<file path="config.mk">
export PLATFORM = sky130hd
export DESIGN_NAME = ultrasonic_range_averager
export DESIGN_NICKNAME = d
export VERILOG_FILES = /design/src/rtl/ura_pkg.sv /design/src/rtl/ultrasonic_range_averager.sv
export SDC_FILE = /design/constraint.sdc
export NUM_CORES = 1
export LEC_CHECK = 0
export BUFFER_PORTS_ARGS = -buffer_cell sky130_fd_sc_hd__buf_2
export CORE_ASPECT_RATIO = 1.5
export CORE_MARGIN = 4
export CORE_UTILIZATION = 58
export CTS_BUF_LIST = sky130_fd_sc_hd__clkbuf_2 sky130_fd_sc_hd__clkbuf_4 sky130_fd_sc_hd__clkbuf_8
export DETAILED_ROUTE_END_ITERATION = 16
export PLACE_DENSITY = 0.78
export SKIP_LAST_GASP = 1
export SLEW_MARGIN = 5
export SYNTH_ARGS = -nofsm -noshare
export SYNTH_HDL_FRONTEND = slang
export SYNTH_SLANG_ARGS = --single-unit
</file>
<file path="constraint.sdc">
create_clock -name clk_i -period 3.82 [get_ports clk_i]
set_input_delay 0.764 -clock clk_i [delete_from_list [all_inputs] [get_ports clk_i]]
set_output_delay 0.764 -clock clk_i [all_outputs]
set_load 0.03 [all_outputs]
</file>
<file path="src/rtl/ura_pkg.sv">
`default_nettype none
// ----------------------------------------------------------------------------
// ura_pkg
// Types and constants shared by the ultrasonic range averager.
// ----------------------------------------------------------------------------
package ura_pkg;

  localparam int unsigned MaxSamplesDef = 16;

  localparam int unsigned CfgIdxW  = 2;
  localparam int unsigned CfgDataW = 16;

  localparam logic [CfgIdxW-1:0] RegTimeout = 2'd0;
  localparam logic [CfgIdxW-1:0] RegSamples = 2'd1;
  localparam logic [CfgIdxW-1:0] RegScale   = 2'd2;

  localparam logic [7:0]  TimeoutRst = 8'd10;
  localparam logic [4:0]  SamplesRst = 5'd4;
  localparam logic [15:0] ScaleRst   = 16'd1114;

  localparam logic [7:0] DistLost = 8'd255;

  localparam logic ActTick    = 1'b0;
  localparam logic ActCapture = 1'b1;

  typedef struct packed {
    logic        action;
    logic        channel;
    logic [15:0] pulse_width;
    logic [1:0]  overflow_mask;
  } in_t;

  typedef struct packed {
    logic [1:0] sensor_done;
    logic [7:0] distance;
    logic       new_reading;
    logic       timed_out;
    logic [1:0] next_trigger;
    logic       last_result;
  } out_t;

  typedef enum logic [4:0] {
    ST_IDLE = 5'b00001,
    ST_SEL  = 5'b00010,
    ST_DIV  = 5'b00100,
    ST_MUL  = 5'b01000,
    ST_EMIT = 5'b10000
  } state_e;

endpackage
`default_nettype wire

</file>
<file path="src/rtl/ultrasonic_range_averager.sv">
`default_nettype none
// ----------------------------------------------------------------------------
// ultrasonic_range_averager
// Two echo-capture channels, four sensors, averaged and scaled distances.
// ----------------------------------------------------------------------------
// A capture request is taken without giving a result. A tick request
// gives zero, one or two results (channel 0 first) and holds the input until
// it has finished; a completion that publishes a fresh reading also runs
// the bit-serial restoring divider (sum / N) and the bit-serial shift-add
// multiplier (average * scale), one bit a cycle each over SW = 16 +
// clog2(MAX_SAMPLES) bits (20 by default), and then writes the product back
// into the sensor's distance. A full output register stalls the
// block until it is taken. Configuration writes are taken at any time but
// must only be issued while the block is idle.
module ultrasonic_range_averager #(
  parameter int unsigned MAX_SAMPLES = ura_pkg::MaxSamplesDef
) (
  input  wire logic                          clk_i,
  input  wire logic                          rst_ni,
  input  wire logic                          cfg_we_i,
  input  wire logic [ura_pkg::CfgIdxW-1:0]   cfg_idx_i,
  input  wire logic [ura_pkg::CfgDataW-1:0]  cfg_data_i,
  input  wire logic                          in_valid_i,
  output logic                               in_stall_o,
  input  wire ura_pkg::in_t                  in_data_i,
  output logic                               out_valid_o,
  input  wire logic                          out_stall_i,
  output ura_pkg::out_t                      out_data_o
);
  import ura_pkg::*;

  localparam int unsigned CW  = $clog2(MAX_SAMPLES + 1);
  localparam int unsigned SW  = 16 + $clog2(MAX_SAMPLES);
  localparam int unsigned SCW = $clog2(SW);

  logic [7:0]  timeout_q;
  logic [4:0]  samples_q;
  logic [15:0] scale_q;

  logic [7:0]    wait_q    [2];
  logic [7:0]    wait_d    [2];
  logic [1:0]    pend_q,   pend_d;
  logic [15:0]   width_q   [2];
  logic [15:0]   width_d   [2];
  logic [1:0]    pair_q,   pair_d;
  logic [CW-1:0] cnt_q     [4];
  logic [CW-1:0] cnt_d     [4];
  logic [SW-1:0] sum_q     [4];
  logic [SW-1:0] sum_d     [4];
  logic [7:0]    dist_q    [4];
  logic [7:0]    dist_d    [4];

  state_e        state_q, state_d;
  logic [1:0]    done_q, done_d;
  logic [1:0]    lost_q, lost_d;
  logic          chan_q, chan_d;
  logic          fresh_q, fresh_d;
  logic [CW-1:0] rem_q, rem_d;
  logic [SW-1:0] div_q, div_d;
  logic [15:0]   hi_q, hi_d;
  logic [SCW-1:0] step_q, step_d;
  logic          out_valid_q, out_valid_d;
  out_t          out_q, out_d;
  logic          mul_wb_q;

  logic          in_acc;
  logic          out_free;
  logic [1:0]    sel;
  logic [6:0]    cfg_n;
  logic [CW-1:0] n_eff;
  logic [CW-1:0] cnt_inc;
  logic [SW-1:0] sum_inc;
  logic [CW:0]   trial;
  logic [CW:0]   trial_sub;
  logic          q_bit;
  logic [16:0]   madd;
  logic [SW+15:0] prod;
  logic [7:0]    dist_mul;
  logic [7:0]    wait_inc [2];
  logic [1:0]    lost_now;

  assign in_stall_o  = (state_q != ST_IDLE);
  assign in_acc      = in_valid_i && !in_stall_o;
  assign out_free    = !out_valid_q || !out_stall_i;
  assign out_valid_o = out_valid_q;
  assign out_data_o  = out_q;

  assign sel = {chan_q, pair_q[chan_q]};

  // Clamp N into 1..MAX_SAMPLES.
  always_comb begin
    cfg_n = {2'b00, samples_q};
    if (cfg_n == 7'd0) begin
      n_eff = CW'(1);
    end else if (cfg_n > 7'(MAX_SAMPLES)) begin
      n_eff = CW'(MAX_SAMPLES);
    end else begin
      n_eff = cfg_n[CW-1:0];
    end
  end

  assign cnt_inc = cnt_q[sel] + CW'(1);
  assign sum_inc = sum_q[sel] + SW'(width_q[chan_q]);

  // One restoring division step.
  assign trial     = {rem_q, div_q[SW-1]};
  assign trial_sub = trial - {1'b0, n_eff};
  assign q_bit     = (trial >= {1'b0, n_eff});

  // One shift-add multiplication step.
  assign madd = {1'b0, hi_q} + (div_q[0] ? {1'b0, scale_q} : 17'd0);

  assign prod     = {hi_q, div_q};
  assign dist_mul = (prod[SW+15:24] != '0) ? DistLost : prod[23:16];

  always_comb begin
    for (int c = 0; c < 2; c++) begin
      wait_inc[c] = wait_q[c] + 8'd1;
      lost_now[c] = (wait_inc[c] == timeout_q) || in_data_i.overflow_mask[c];
    end
  end

  always_comb begin
    state_d     = state_q;
    done_d      = done_q;
    lost_d      = lost_q;
    chan_d      = chan_q;
    fresh_d     = fresh_q;
    rem_d       = rem_q;
    div_d       = div_q;
    hi_d        = hi_q;
    step_d      = step_q;
    pend_d      = pend_q;
    pair_d      = pair_q;
    out_d       = out_q;
    out_valid_d = out_valid_q && out_stall_i;
    for (int c = 0; c < 2; c++) begin
      wait_d[c]  = wait_q[c];
      width_d[c] = width_q[c];
    end
    for (int s = 0; s < 4; s++) begin
      cnt_d[s]  = cnt_q[s];
      sum_d[s]  = sum_q[s];
      dist_d[s] = dist_q[s];
    end

    case (state_q)
      ST_IDLE: begin
        if (in_acc) begin
          if (in_data_i.action == ActCapture) begin
            width_d[in_data_i.channel] = in_data_i.pulse_width;
            pend_d[in_data_i.channel]  = 1'b1;
          end else begin
            for (int c = 0; c < 2; c++) begin
              done_d[c] = lost_now[c] || pend_q[c];
              lost_d[c] = lost_now[c];
              wait_d[c] = (lost_now[c] || pend_q[c]) ? 8'd0 : wait_inc[c];
              if (lost_now[c] || pend_q[c]) begin
                pend_d[c] = 1'b0;
              end
            end
            chan_d  = 1'b0;
            state_d = ST_SEL;
          end
        end
      end
      ST_SEL: begin
        if (!done_q[chan_q]) begin
          chan_d = 1'b1;
          if (chan_q) begin
            state_d = ST_IDLE;
          end
        end else if (lost_q[chan_q]) begin
          dist_d[sel] = DistLost;
          cnt_d[sel]  = '0;
          sum_d[sel]  = '0;
          fresh_d     = 1'b0;
          state_d     = ST_EMIT;
        end else if (cnt_inc >= n_eff) begin
          cnt_d[sel] = '0;
          sum_d[sel] = '0;
          div_d      = sum_inc;
          rem_d      = '0;
          step_d     = SCW'(SW - 1);
          state_d    = ST_DIV;
        end else begin
          cnt_d[sel] = cnt_inc;
          sum_d[sel] = sum_inc;
          fresh_d    = 1'b0;
          state_d    = ST_EMIT;
        end
      end
      ST_DIV: begin
        rem_d  = q_bit ? trial_sub[CW-1:0] : trial[CW-1:0];
        div_d  = {div_q[SW-2:0], q_bit};
        step_d = step_q - SCW'(1);
        if (step_q == '0) begin
          hi_d    = '0;
          step_d  = SCW'(SW - 1);
          state_d = ST_MUL;
        end
      end
      ST_MUL: begin
        hi_d   = madd[16:1];
        div_d  = {madd[0], div_q[SW-1:1]};
        step_d = step_q - SCW'(1);
        if (step_q == '0) begin
          state_d = ST_EMIT;
        end
      end
      ST_EMIT: begin
        // Hold while the finished product lands in the distance.
        if (out_free && !mul_wb_q) begin
          out_d.sensor_done  = sel;
          out_d.distance     = dist_q[sel];
          out_d.new_reading  = fresh_q;
          out_d.timed_out    = lost_q[chan_q];
          out_d.next_trigger = {chan_q, ~pair_q[chan_q]};
          out_d.last_result  = chan_q || !done_q[1];
          out_valid_d        = 1'b1;
          pair_d[chan_q]     = ~pair_q[chan_q];
          chan_d             = 1'b1;
          state_d            = chan_q ? ST_IDLE : ST_SEL;
        end
      end
      default: begin
        state_d = ST_IDLE;
      end
    endcase

    // Mark the reading fresh as the multiplier ends; the product lands later via mul_wb_q.
    if (state_q == ST_MUL && step_q == '0) begin
      fresh_d = 1'b1;
    end
  end

  // Multiplier output is written in the cycle after the last step, in EMIT.
  always_ff @(posedge clk_i or negedge rst_ni) begin
    if (!rst_ni) begin
      mul_wb_q <= 1'b0;
    end else begin
      mul_wb_q <= (state_q == ST_MUL) && (step_q == '0);
    end
  end

  always_ff @(posedge clk_i or negedge rst_ni) begin
    if (!rst_ni) begin
      timeout_q   <= TimeoutRst;
      samples_q   <= SamplesRst;
      scale_q     <= ScaleRst;
      state_q     <= ST_IDLE;
      done_q      <= '0;
      lost_q      <= '0;
      chan_q      <= 1'b0;
      fresh_q     <= 1'b0;
      step_q      <= '0;
      pend_q      <= '0;
      pair_q      <= '0;
      out_valid_q <= 1'b0;
      for (int c = 0; c < 2; c++) begin
        wait_q[c]  <= '0;
        width_q[c] <= '0;
      end
      for (int s = 0; s < 4; s++) begin
        cnt_q[s]  <= '0;
        sum_q[s]  <= '0;
        dist_q[s] <= '0;
      end
    end else begin
      if (cfg_we_i) begin
        case (cfg_idx_i)
          RegTimeout: timeout_q <= cfg_data_i[7:0];
          RegSamples: samples_q <= cfg_data_i[4:0];
          RegScale:   scale_q   <= cfg_data_i;
          default:    ;
        endcase
      end
      state_q     <= state_d;
      done_q      <= done_d;
      lost_q      <= lost_d;
      chan_q      <= chan_d;
      fresh_q     <= fresh_d;
      step_q      <= step_d;
      pend_q      <= pend_d;
      pair_q      <= pair_d;
      out_valid_q <= out_valid_d;
      for (int c = 0; c < 2; c++) begin
        wait_q[c]  <= wait_d[c];
        width_q[c] <= width_d[c];
      end
      for (int s = 0; s < 4; s++) begin
        cnt_q[s] <= cnt_d[s];
        sum_q[s] <= sum_d[s];
        if (mul_wb_q && (2'(s) == sel)) begin
          dist_q[s] <= dist_mul;
        end else begin
          dist_q[s] <= dist_d[s];
        end
      end
    end
  end

  // Datapath and output payload carry no reset.
  always_ff @(posedge clk_i) begin
    rem_q <= rem_d;
    div_q <= div_d;
    hi_q  <= hi_d;
    out_q <= out_d;
  end

endmodule
`default_nettype wire

</file>
After elaboration in Yosys (flattened, before gate mapping)

Index checks and enable logic that the tools add are counted.

Output and inout port bits: 17
Logic and storage cells: 253
Input bits: 43
Bits in registers: 287

$lt $le $gt $ge: 12
Bitwise logic cells: 11
Reductions and logical operators: 67
Muxes and demuxes: 93
Eq/ne operators: 24
Add/sub/neg operators: 7

Operator list:

| operator           | number |
|---|---|
| $mux 20            | 8 |
| $mux 80            | 2 |
| $mux 5             | 22 |
| $mux 16            | 6 |
| $mux 32            | 3 |
| $and 80x80->80     | 1 |
| $bwmux 80          | 1 |
| $mux 8             | 10 |
| $not 80->80        | 1 |
| $pmux 20 s3        | 1 |
| $bmux 20 s2        | 1 |
| $demux 20 s2       | 1 |
| $reduce_bool 2->1  | 18 |
| $bwmux 32          | 1 |
| $or 32x32->32      | 1 |
| $pmux 16 s2        | 1 |
| $reduce_and 3->1   | 9 |
| $pmux 5 s5         | 1 |
| $mux 1             | 21 |
| $add 20x16->20     | 1 |
| $and 20x20->20     | 1 |
| $bwmux 20          | 1 |
| $not 20->20        | 1 |
| $ne 2x2->1 const B | 9 |
| 53 further kinds   | 92 |

Longest topological paths before layout

Gate-level depths: netlist of run 1.

Word-level depth: 13
Mapped depth: 17

Worst setup path after synthesis of run 1

No wires, ideal clock.

Path kind: register -> register
Start point: register chan_q
End point: register div_q[17] (data pin)
Data required time: 3552 ps
Slack: -395 ps
Cell stages (with the launch flop): 17
Setup time: 268 ps
Arrival: 3948 ps
Cells stage by stage: dfrtp_1 > buf_2 > buf_1 > buf_1 > buf_1 > clkbuf_1 > a211oi_1 > a21oi_1 > ha_1 > a21o_1 > a221oi_1 > o211ai_1 > a311oi_1 > o21ai_0 > nor2b_1 > xnor2_1 > o21ai_0

Word-level cells in the longest chain between the ends: 11

Ends and longest elaborated chain:

| item                                        | line                             | source |
|---|---|---|
| from (decl)                                 | ultrasonic_range_averager.sv:56  | `logic chan_q, chan_d;` |
| from (signal assigned)                      | ultrasonic_range_averager.sv:281 | `chan_q <= chan_d;` |
| $mux 1 (implied by the code) (2 in series)  | ultrasonic_range_averager.sv:88  | `assign sel = {chan_q, pair_q[chan_q]};` |
| $not 2->3 (implied by the code)             | ultrasonic_range_averager.sv:103 | `assign sum_inc = sum_q[sel] + SW'(width_q[chan_q]);` |
| $bmux 20 s2                                 | ultrasonic_range_averager.sv:103 |  |
| $mux 20 (implied by the code) (2 in series) | ultrasonic_range_averager.sv:103 |  |
| $add 20x16->20 (*)                          | ultrasonic_range_averager.sv:103 |  |
| $mux 20 (*)                                 | ultrasonic_range_averager.sv:179 | `end else if (cnt_inc >= n_eff) begin` |
| $mux 20 (*)                                 | ultrasonic_range_averager.sv:173 | `end else if (lost_q[chan_q]) begin` |
| $mux 20 (*)                                 | ultrasonic_range_averager.sv:168 | `if (!done_q[chan_q]) begin` |
| $pmux 20 s3 (*)                             | ultrasonic_range_averager.sv:147 | `case (state_q)` |
| net div_d[17]                               | ultrasonic_range_averager.sv:59  | `logic [SW-1:0] div_q, div_d;` |
| to (signal assigned)                        | ultrasonic_range_averager.sv:306 | `div_q <= div_d;` |
| to (decl)                                   | ultrasonic_range_averager.sv:59  |  |

Mark *: on every way through the listed nets, which the timed path passes. The rest lies on a longest branch. The select of a mux whose other input is x is not followed.
A chain may end at the register's enable or synchronous reset.

Worst setup path in the final report of run 1

Start point: register chan_q
End point: register sum_q[18] (netlist bit)

Word-level cells in the longest chain between the ends: 11

Ends and longest elaborated chain:

| item                                                 | line                             | source |
|---|---|---|
| branches (longest 11 deep; another with $add 5x1->5) | -                                |  |
| to (signal, indexed assignment)                      | ultrasonic_range_averager.sv:293 | `sum_q[s] <= sum_d[s];` |
| to (decl)                                            | ultrasonic_range_averager.sv:48  | `logic [SW-1:0] sum_q [4];` |

Several ways; the timed one is not identified. The select of a mux whose other input is x is not followed.

==> results of run 1 <==
## area by class of cell
type | instances | area, sq um | area share
tap | 328 | 410 | 0.0249
multi-input combinational | 977 | 6840 | 0.415
sequential | 286 | 7450 | 0.451
inverter | 31 | 116 | 0.00705
timing repair buffer | 105 | 701 | 0.0424
clock buffer | 70 | 870 | 0.0527
clock inverter | 12 | 115 | 0.00697
## cell usage in the layout (no fill, tap or decap), types with 42 or more instances in the layout
| cell | instances |
|---|---|
| o21ai_0 | 73 |
| o31ai_1 | 74 |
| nand2_1 | 160 |
| buf_2 | 58 |
| clkbuf_8 | 55 |
| a21oi_1 | 59 |
| nor2b_1 | 42 |
| buf_4 | 42 |
| ha_1 | 42 |
| edfxtp_1 | 55 |
| nor2_1 | 62 |
| dfrtp_1 | 219 |
| mux2_2 | 80 |
## metrics by stage
stage               worst slack [ns]  instance area (sq um)  total power [mW]  hold WS (ns)
CTS                           0.0780                  16500              12.9         0.303
floorplan                     0.0180                  14700              8.50         0.419
global placement               0.222                  15500              9.89         0.451
detailed placement             0.121                  15500              10.0         0.458
global route                 -0.0534                  16500              13.7         0.349
finish                         0.263                  16500              12.9         0.288
## metal layers
layer  GRT usage  vias to the layer above  share of wire
met4       0.102                        0          0.039
met1       0.288                     5343           0.40
met3      0.0359                       99          0.043
li1            -                     5146              -
met5           0                        -              0
met2       0.430                      267           0.51
## worst paths after layout
kind,to,depth (start not counted),slack [ns],startpoint
worst max register to register,sum_q[18],14,0.26,chan_q
worst min-delay path,sum_q[71],1,0.29,rst_ni
min in group clk_i,scale_q[15],2,0.43,cfg_data_i[15]
worst min register to register,sum_q[74],2,0.47,sum_q[74]
max in group asynchronous,scale_q[6],2,2.54,rst_ni
worst max-delay path,sum_q[18],14,0.26,chan_q
## worst reg2reg max path, stage by stage, from the launching register on
cell and delay, ns:
dfrtp_4 0.54, buf_4 0.25, a211oi_1 0.06, a21oi_1 0.14, ha_1 0.22, inv_1 0.07
fa_1 0.39, nand2b_1 0.16, a21oi_1 0.23, a21boi_1 0.18, o211ai_1 0.32, nand2_1 0.15
o21ai_1 0.18, xnor2_1 0.16, o41ai_1 0.40
## power groups by stage
| stage | clock network [mW] | logic, mW | registers [mW] |
|---|---|---|---|
| after floorplan | 0 | 4.13 | 4.37 |
| after global placement | 0 | 5.35 | 4.53 |
| after detailed placement | 0 | 5.49 | 4.56 |
| after CTS | 2.84 | 5.54 | 4.51 |
| after global routing | 2.98 | 6.19 | 4.58 |
| final | 2.77 | 5.63 | 4.50 |
## registers in the layout (all words and copies together), names as in the netlist, 14 cells and up
signal	flops
width_q	32
div_q	20
dist_q	32
wait_q	16
scale_q	16
cnt_q	20
out_data_o	14
sum_q	80
hi_q	16
## kinds of logic (layout without fill, tap and decap cells)
group / count (synthesis) / count (layout) / synth area share
muxes: 117 / 117 / 0.0870
AOI/OAI and AO/OA: 369 / 369 / 0.172
adders and majority gates: 45 / 45 / 0.0398
and+or+nand+nor: 388 / 388 / 0.129
DFF: 286 / 286 / 0.505
xor gates and xnor gates: 58 / 58 / 0.0354
buffers and inverters: 99 / 218 / 0.0313
## repair_timing
item	in CTS	in global routing
endpoints found under the setup margin	0	19
setup buffers	0	3
hold endpoints to repair	0	0
gates resized for setup	0	3
==> summary.txt, run 1 <==
Finish
  – Diode count: 0
  – Post-layout nets: 1533
  – Filler cells: 1979
  – P&R area growth vs syn: 12.1%
  – Final core occ: 0.659
  – Layout cell share with drive strength beyond 1: 0.213
  – Post-Layout Cell Count: 1809

CTS
  – Worst-Skew Late Latency: 0.57 ns
  – Sink Count: 286
  – Clock Root Buffer: clkbuf_8
  – Reg clk slew, reported paths: 0.06 ns
  – Hold_buf cts: 0
  – CTS tree: yes
  – Maximum clock path buffer count: 3
  – Htree depth: 2
  – CTS Buf Count: 44

Run status
  – Outcome: finished, final reports clean

Yosys
  – Post-Syn Area: 0.0147 sq mm
  – Ys Warns: 0
  – Count leader, synth: dfrtp_1
  – Netlist cell types: 83
  – Proportion of netlist area held by the largest area contributor: 0.377
  – Area leader, netlist: dfrtp_1
  – Synth Instances: 1362
  – Top_reg_cell synth: dfrtp_1
  – Post-Syn Area per Cell: 10.8 sq um
  – Synth cell count leaders: 222 x dfrtp_1, 160 x nand2_1, 80 x mux2_2, 74 x o21ai_0, 74 x o31ai_1
  – Largest cells by area after synthesis: dfrtp_1 38%, edfxtp_1 11%, mux2_2 6.1%, nand2_1 4.1%, o31ai_1 3.8%
  – Syn_nets: 1450
  – Async SR Flop Fraction: 0.808
  – Number of synthesized flops with an enable pin: 55
  – Number of synthesized register bits: 286
  – Sequential area share after synthesis: 0.505

Global route
  – Vias in the first global route: 11000
  – Remaining global-route overflow: 0
  – All-Layer GR Usage: 0.240
  – First-pass GRT wire length: 55.5 mm
  – Largest net degree at the start of global routing: 110
  – Initial antenna violation count: 0

Worst setup path
  – Critical-path cell list: buf_4 -> a211oi_1 -> a21oi_1 -> ha_1 -> inv_1 -> fa_1 -> nand2b_1 -> a21oi_1 -> a21boi_1 -> o211ai_1 -> nand2_1 -> o21ai_1 -> xnor2_1 -> o41ai_1
  – Top delay family on crit path: compound AO/OA/AOI/OAI gates
  – Crit end category: flop
  – WS Path Type: flop to flop
  – CP Launch Type: flop
  – Arrival time of the worst setup path: 3.99 ns
  – Worst-path maximum fanout: 16
  – Crit path max-delay cell type: dfrtp_4
  – Critical Path RT: 4.26 ns
  – CP Buf/Inv Count: 2
  – Crit-path max cell delay: 0.54 ns
  – CP most frequent cell: a21oi_1

Timing
  – Worst-margin pin slew: 1.14 ns
  – Final Critical Period: 3.56 ns
  – Final setup fails: 0
  – Fin. Hold Viols: 0
  – Setup TNS Final: 0 ns
  – Fmax: 0.281 GHz
  – Final-report max-slew violation count: 0
  – Clock Skew: 0.0224 ns
  – RSZ-0062 raised after global routing: yes
  – Relative slew slack: 0.239
  – Tcrit/Tclk final: 0.931

Floorplanning
  – Die height: 203 microns
  – Core area: 0.0251 sq mm
  – Die Area: 0.0281 sq mm
  – Die X-Extent: 138 microns
  – Initial Utilization: 0.588
  – Rows: 71
  – Io pins: 60

Route
  – DRC Markers: 0
  – DRT antenna net count: 0
  – First DRT Iteration DRCs: 677
  – Routed vias: 10900
  – WL/cell: 18.7 microns
  – DRT Pass-1 Iters: 5
  – Routed wire length: 33.8 mm
  – Via density: 6.00

Power and ir drop
  – Switching power total: 5.01 mW
  – Pint: 7.89 mW
  – Combinational share of power: 0.436
  – LEAKAGE: 7.06 nW
  – PwrDens: 781 mW/mm^2
  – Maximum vdd drop: 0.444 mV
  – Flop pwr share: 0.349
  – Net Sw Frac: 0.389
  – Clock power frac: 0.215

Place
  – Placer Congestion: 0.883
  – Dpl hpwl: 23.0 mm
  – Dpl cells: 1724
  – # port buffers: 59

Run
  – Max-Cap Viols: 0

Min path
  – Worst Hold Class: primary input to async pin
No activity file was read; power rests on OpenSTA's default activity.
==> run 2, diff against run 1 <==
--- a/config.mk
+++ b/config.mk
@@ -5,7 +5,7 @@
 export SDC_FILE = /design/constraint.sdc
 export NUM_CORES = 1
 export LEC_CHECK = 0
-export BUFFER_PORTS_ARGS = -buffer_cell sky130_fd_sc_hd__buf_2
+export BUFFER_PORTS_ARGS = -buffer_cell sky130_fd_sc_hd__buf_4
 export CORE_ASPECT_RATIO = 1.5
 export CORE_MARGIN = 4
 export CORE_UTILIZATION = 58
==> run 2 against run 1 <==
Compared with the run above: clock power rose by 2%; hold slack got worse by 0.053 ns; critical path depth did not move; register-to-register slack got worse by 0.03 ns.
==> summary.txt, run 2 (synthesis gave the netlist of run 1 again) <==
Power and ir drop
  – Pint: 7.93 mW (+0.49%)
  – Net Sw Frac: 0.387 (-0.00151)
  – PwrDens: 777 mW/mm^2 (-0.58%)
  – LEAKAGE: 7.10 nW (+0.56%)
  – Switching power total: 5.01 mW (-0.14%)
  – Total power: 12.9 mW (+0.25%)
  – Clock power frac: 0.218 (+0.003)
  – Flop pwr share: 0.349 (about the same)
  – Maximum vdd drop: 0.465 mV (+4.9%)
  – Combinational share of power: 0.432 (-0.004)

Global route
  – Initial antenna violation count: 0 (unchanged)
  – Remaining global-route overflow: 0 (unchanged)
  – All-Layer GR Usage: 0.241 (+0.00108)
  – First-pass GRT wire length: 55.6 mm (+0.28%)
  – Largest net degree at the start of global routing: 101 (-8.2%)
  – Vias in the first global route: 11100 (+0.55%)

Finish
  – Most common cell after layout, fill and taps aside: dfrtp_1
  – Reg with most FFs: sum_q
  – Max FFs per register: 80 (unchanged)
  – Design Area, Final: 0.0166 sq mm (+0.83%)
  – Post-layout nets: 1528 (-0.33%)
  – Top Registers: sum_q (80), dist_q (32), width_q (32)
  – P&R area growth vs syn: 13.0%
  – Most frequent cells in the layout: 219 x dfrtp_1, 160 x nand2_1, 92 x buf_4, 80 x mux2_2, 74 x o31ai_1
  – Final core occ: 0.664 (+0.00549)
  – Layout cell share with drive strength beyond 1: 0.207 (-0.00538)
  – Diode count: 0 (unchanged)

Worst setup path
  – Crit end category: flop
  – Arrival time of the worst setup path: 4.03 ns (+0.04 ns)
  – WS Path Type: flop to flop
  – Worst-path maximum fanout: 20 (+4)
  – R2r worst-path depth: 14 (unchanged)
  – R2R Path Start: chan_q
  – Critical Path RT: 4.27 ns (about the same)
  – Internal reg-to-reg setup slack: 0.24 ns (-0.03 ns)
  – CP most frequent cell: a21oi_1
  – Crit-path max cell delay: 0.57 ns (+0.03 ns)
  – CP Launch Type: flop
  – Crit path max-delay cell type: dfrtp_4
  – Crit Reg-Reg Endpoint: sum_q[18]
  – Critical-path cell list: buf_4 -> a211oi_1 -> a21oi_1 -> ha_1 -> inv_1 -> fa_1 -> nand2b_1 -> a21oi_1 -> a21boi_1 -> o211ai_1 -> nand2_1 -> o21ai_1 -> xnor2_1 -> o41ai_1

Route
  – Routed wire length: 33.8 mm (-0.17%)
  – DRT Pass-1 Iters: 5 (unchanged)
  – Routed vias: 10900 (+0.45%)
  – DRC Markers: 0 (unchanged)
  – WL/cell: 18.7 microns (+0.11%)
  – Via density: 6.04 (+0.73%)
  – DRT antenna net count: 0 (unchanged)
  – First DRT Iteration DRCs: 623 (-8.0%)

Floorplanning
  – Die height: 203 microns (unchanged)
  – Die Area: 0.0281 sq mm (unchanged)
  – Io pins: 60 (unchanged)
  – Initial Utilization: 0.588 (unchanged)
  – Core area: 0.0251 sq mm (unchanged)
  – Rows: 71 (unchanged)
  – Die X-Extent: 138 microns (unchanged)

Timing
  – Fmax: 0.279 GHz (-0.71%)
  – Fin. Hold Viols: 0 (unchanged)
  – Setup TNS Final: 0 ns (unchanged)
  – Relative slew slack: 0.264 (+0.0250)
  – Final setup fails: 0 (unchanged)
  – Final Critical Period: 3.58 ns (+0.0255 ns)
  – Worst-margin pin slew: 1.10 ns (-0.0374 ns)
  – Min setup slack post-route: 0.238 ns (-0.0255 ns)
  – Clock Skew: 0.0322 ns (+0.00983 ns)
  – RSZ-0062 raised after global routing: no
  – Tcrit/Tclk final: 0.938 (+0.00666)
  – Final-report max-slew violation count: 0 (unchanged)

Run status
  – Outcome: finished, final reports clean

CTS
  – Clock Root Buffer: clkbuf_8
  – Hold_buf cts: 0 (unchanged)
  – CTS Buf Count: 45 (+2.3%)
  – Sink Count: 286 (unchanged)
  – CTS tree: yes
  – Maximum clock path buffer count: 3 (unchanged)
  – Reg clk slew, reported paths: 0.06 ns (about the same)
  – Worst-Skew Late Latency: 0.58 ns (about the same)
  – Htree depth: 2 (unchanged)

Place
  – Placed Area: 0.0156 sq mm (+1.0%)
  – # port buffers: 59 (unchanged)
  – Placer Congestion: 0.870 (-1.5%)
  – Dpl hpwl: 23.5 mm (+1.8%)
  – DP Worst Slack: 0.122 ns (+0.000555 ns)

Run
  – Max-Cap Viols: 0 (unchanged)

Min path
  – Worst Hold Class: primary input to async pin
## run 2: area by class of cell
class | instances | area [sq um]
Inverter | 31 | 116
Clock buffer | 70 | 857
Sequential cell | 286 | 7450
Fill cell | 1942 | 8410
Timing Repair Buffer | 99 | 826
Tap cell | 328 | 410
Multi-Input combinational cell | 977 | 6840
Clock inverter | 13 | 139
## run 2: repair_timing
item	in CTS	in global routing
setup endpoints to repair	0	12
gates resized for setup	0	3
setup buffers	0	0
hold endpoints to repair	0	0
## run 2: critical path: cells and delay by family, from the launching register on
family | cells | cell delay (ns)
AO/OA/AOI/OAI | 7 | 1.51
XOR/XNOR | 1 | 0.18
adder cells (fa/ha/maj) | 2 | 0.63
buffers and inverters | 2 | 0.29
flip-flops | 1 | 0.57
AND/OR/NAND/NOR | 2 | 0.29
## run 2: worst max-delay path by stage
| stage | from | to | cells past startpoint |
|---|---|---|---|
| final | chan_q | sum_q[18] | 14 |
| after global routing | chan_q | sum_q[76] | 15 |
| after detailed placement | pair_q[0] | div_q[17] | 12 |
| after floorplan | chan_q | div_q[17] | 14 |
| after CTS | pair_q[0] | div_q[17] | 12 |
| after global placement | pair_q[0] | div_q[17] | 12 |
## run 2: metrics by stage
stage                     hold WS [ns]  std cells
after floorplan                  0.419       1362
after global placement           0.451       1721
after detailed placement         0.458       1721
after CTS                        0.255       1804
after global routing             0.291       1804
final                            0.235       1804
## run 2: metal layers
layer,vias up,GRT usage,wire (microns)
met3,86,0.0371,1510
li1,5147,-,-
met1,5369,0.279,13100
met4,0,0.0925,1100
met5,-,0,0
met2,302,0.447,18000
## run 2: power groups by stage
stage	combinational, mW	clock [mW]	sequential [mW]
floorplan	4.13	0	4.37
global placement	5.42	0	4.53
detailed placement	5.51	0	4.56
CTS	5.56	2.89	4.51
global route	6.14	3.03	4.61
finish	5.59	2.82	4.52
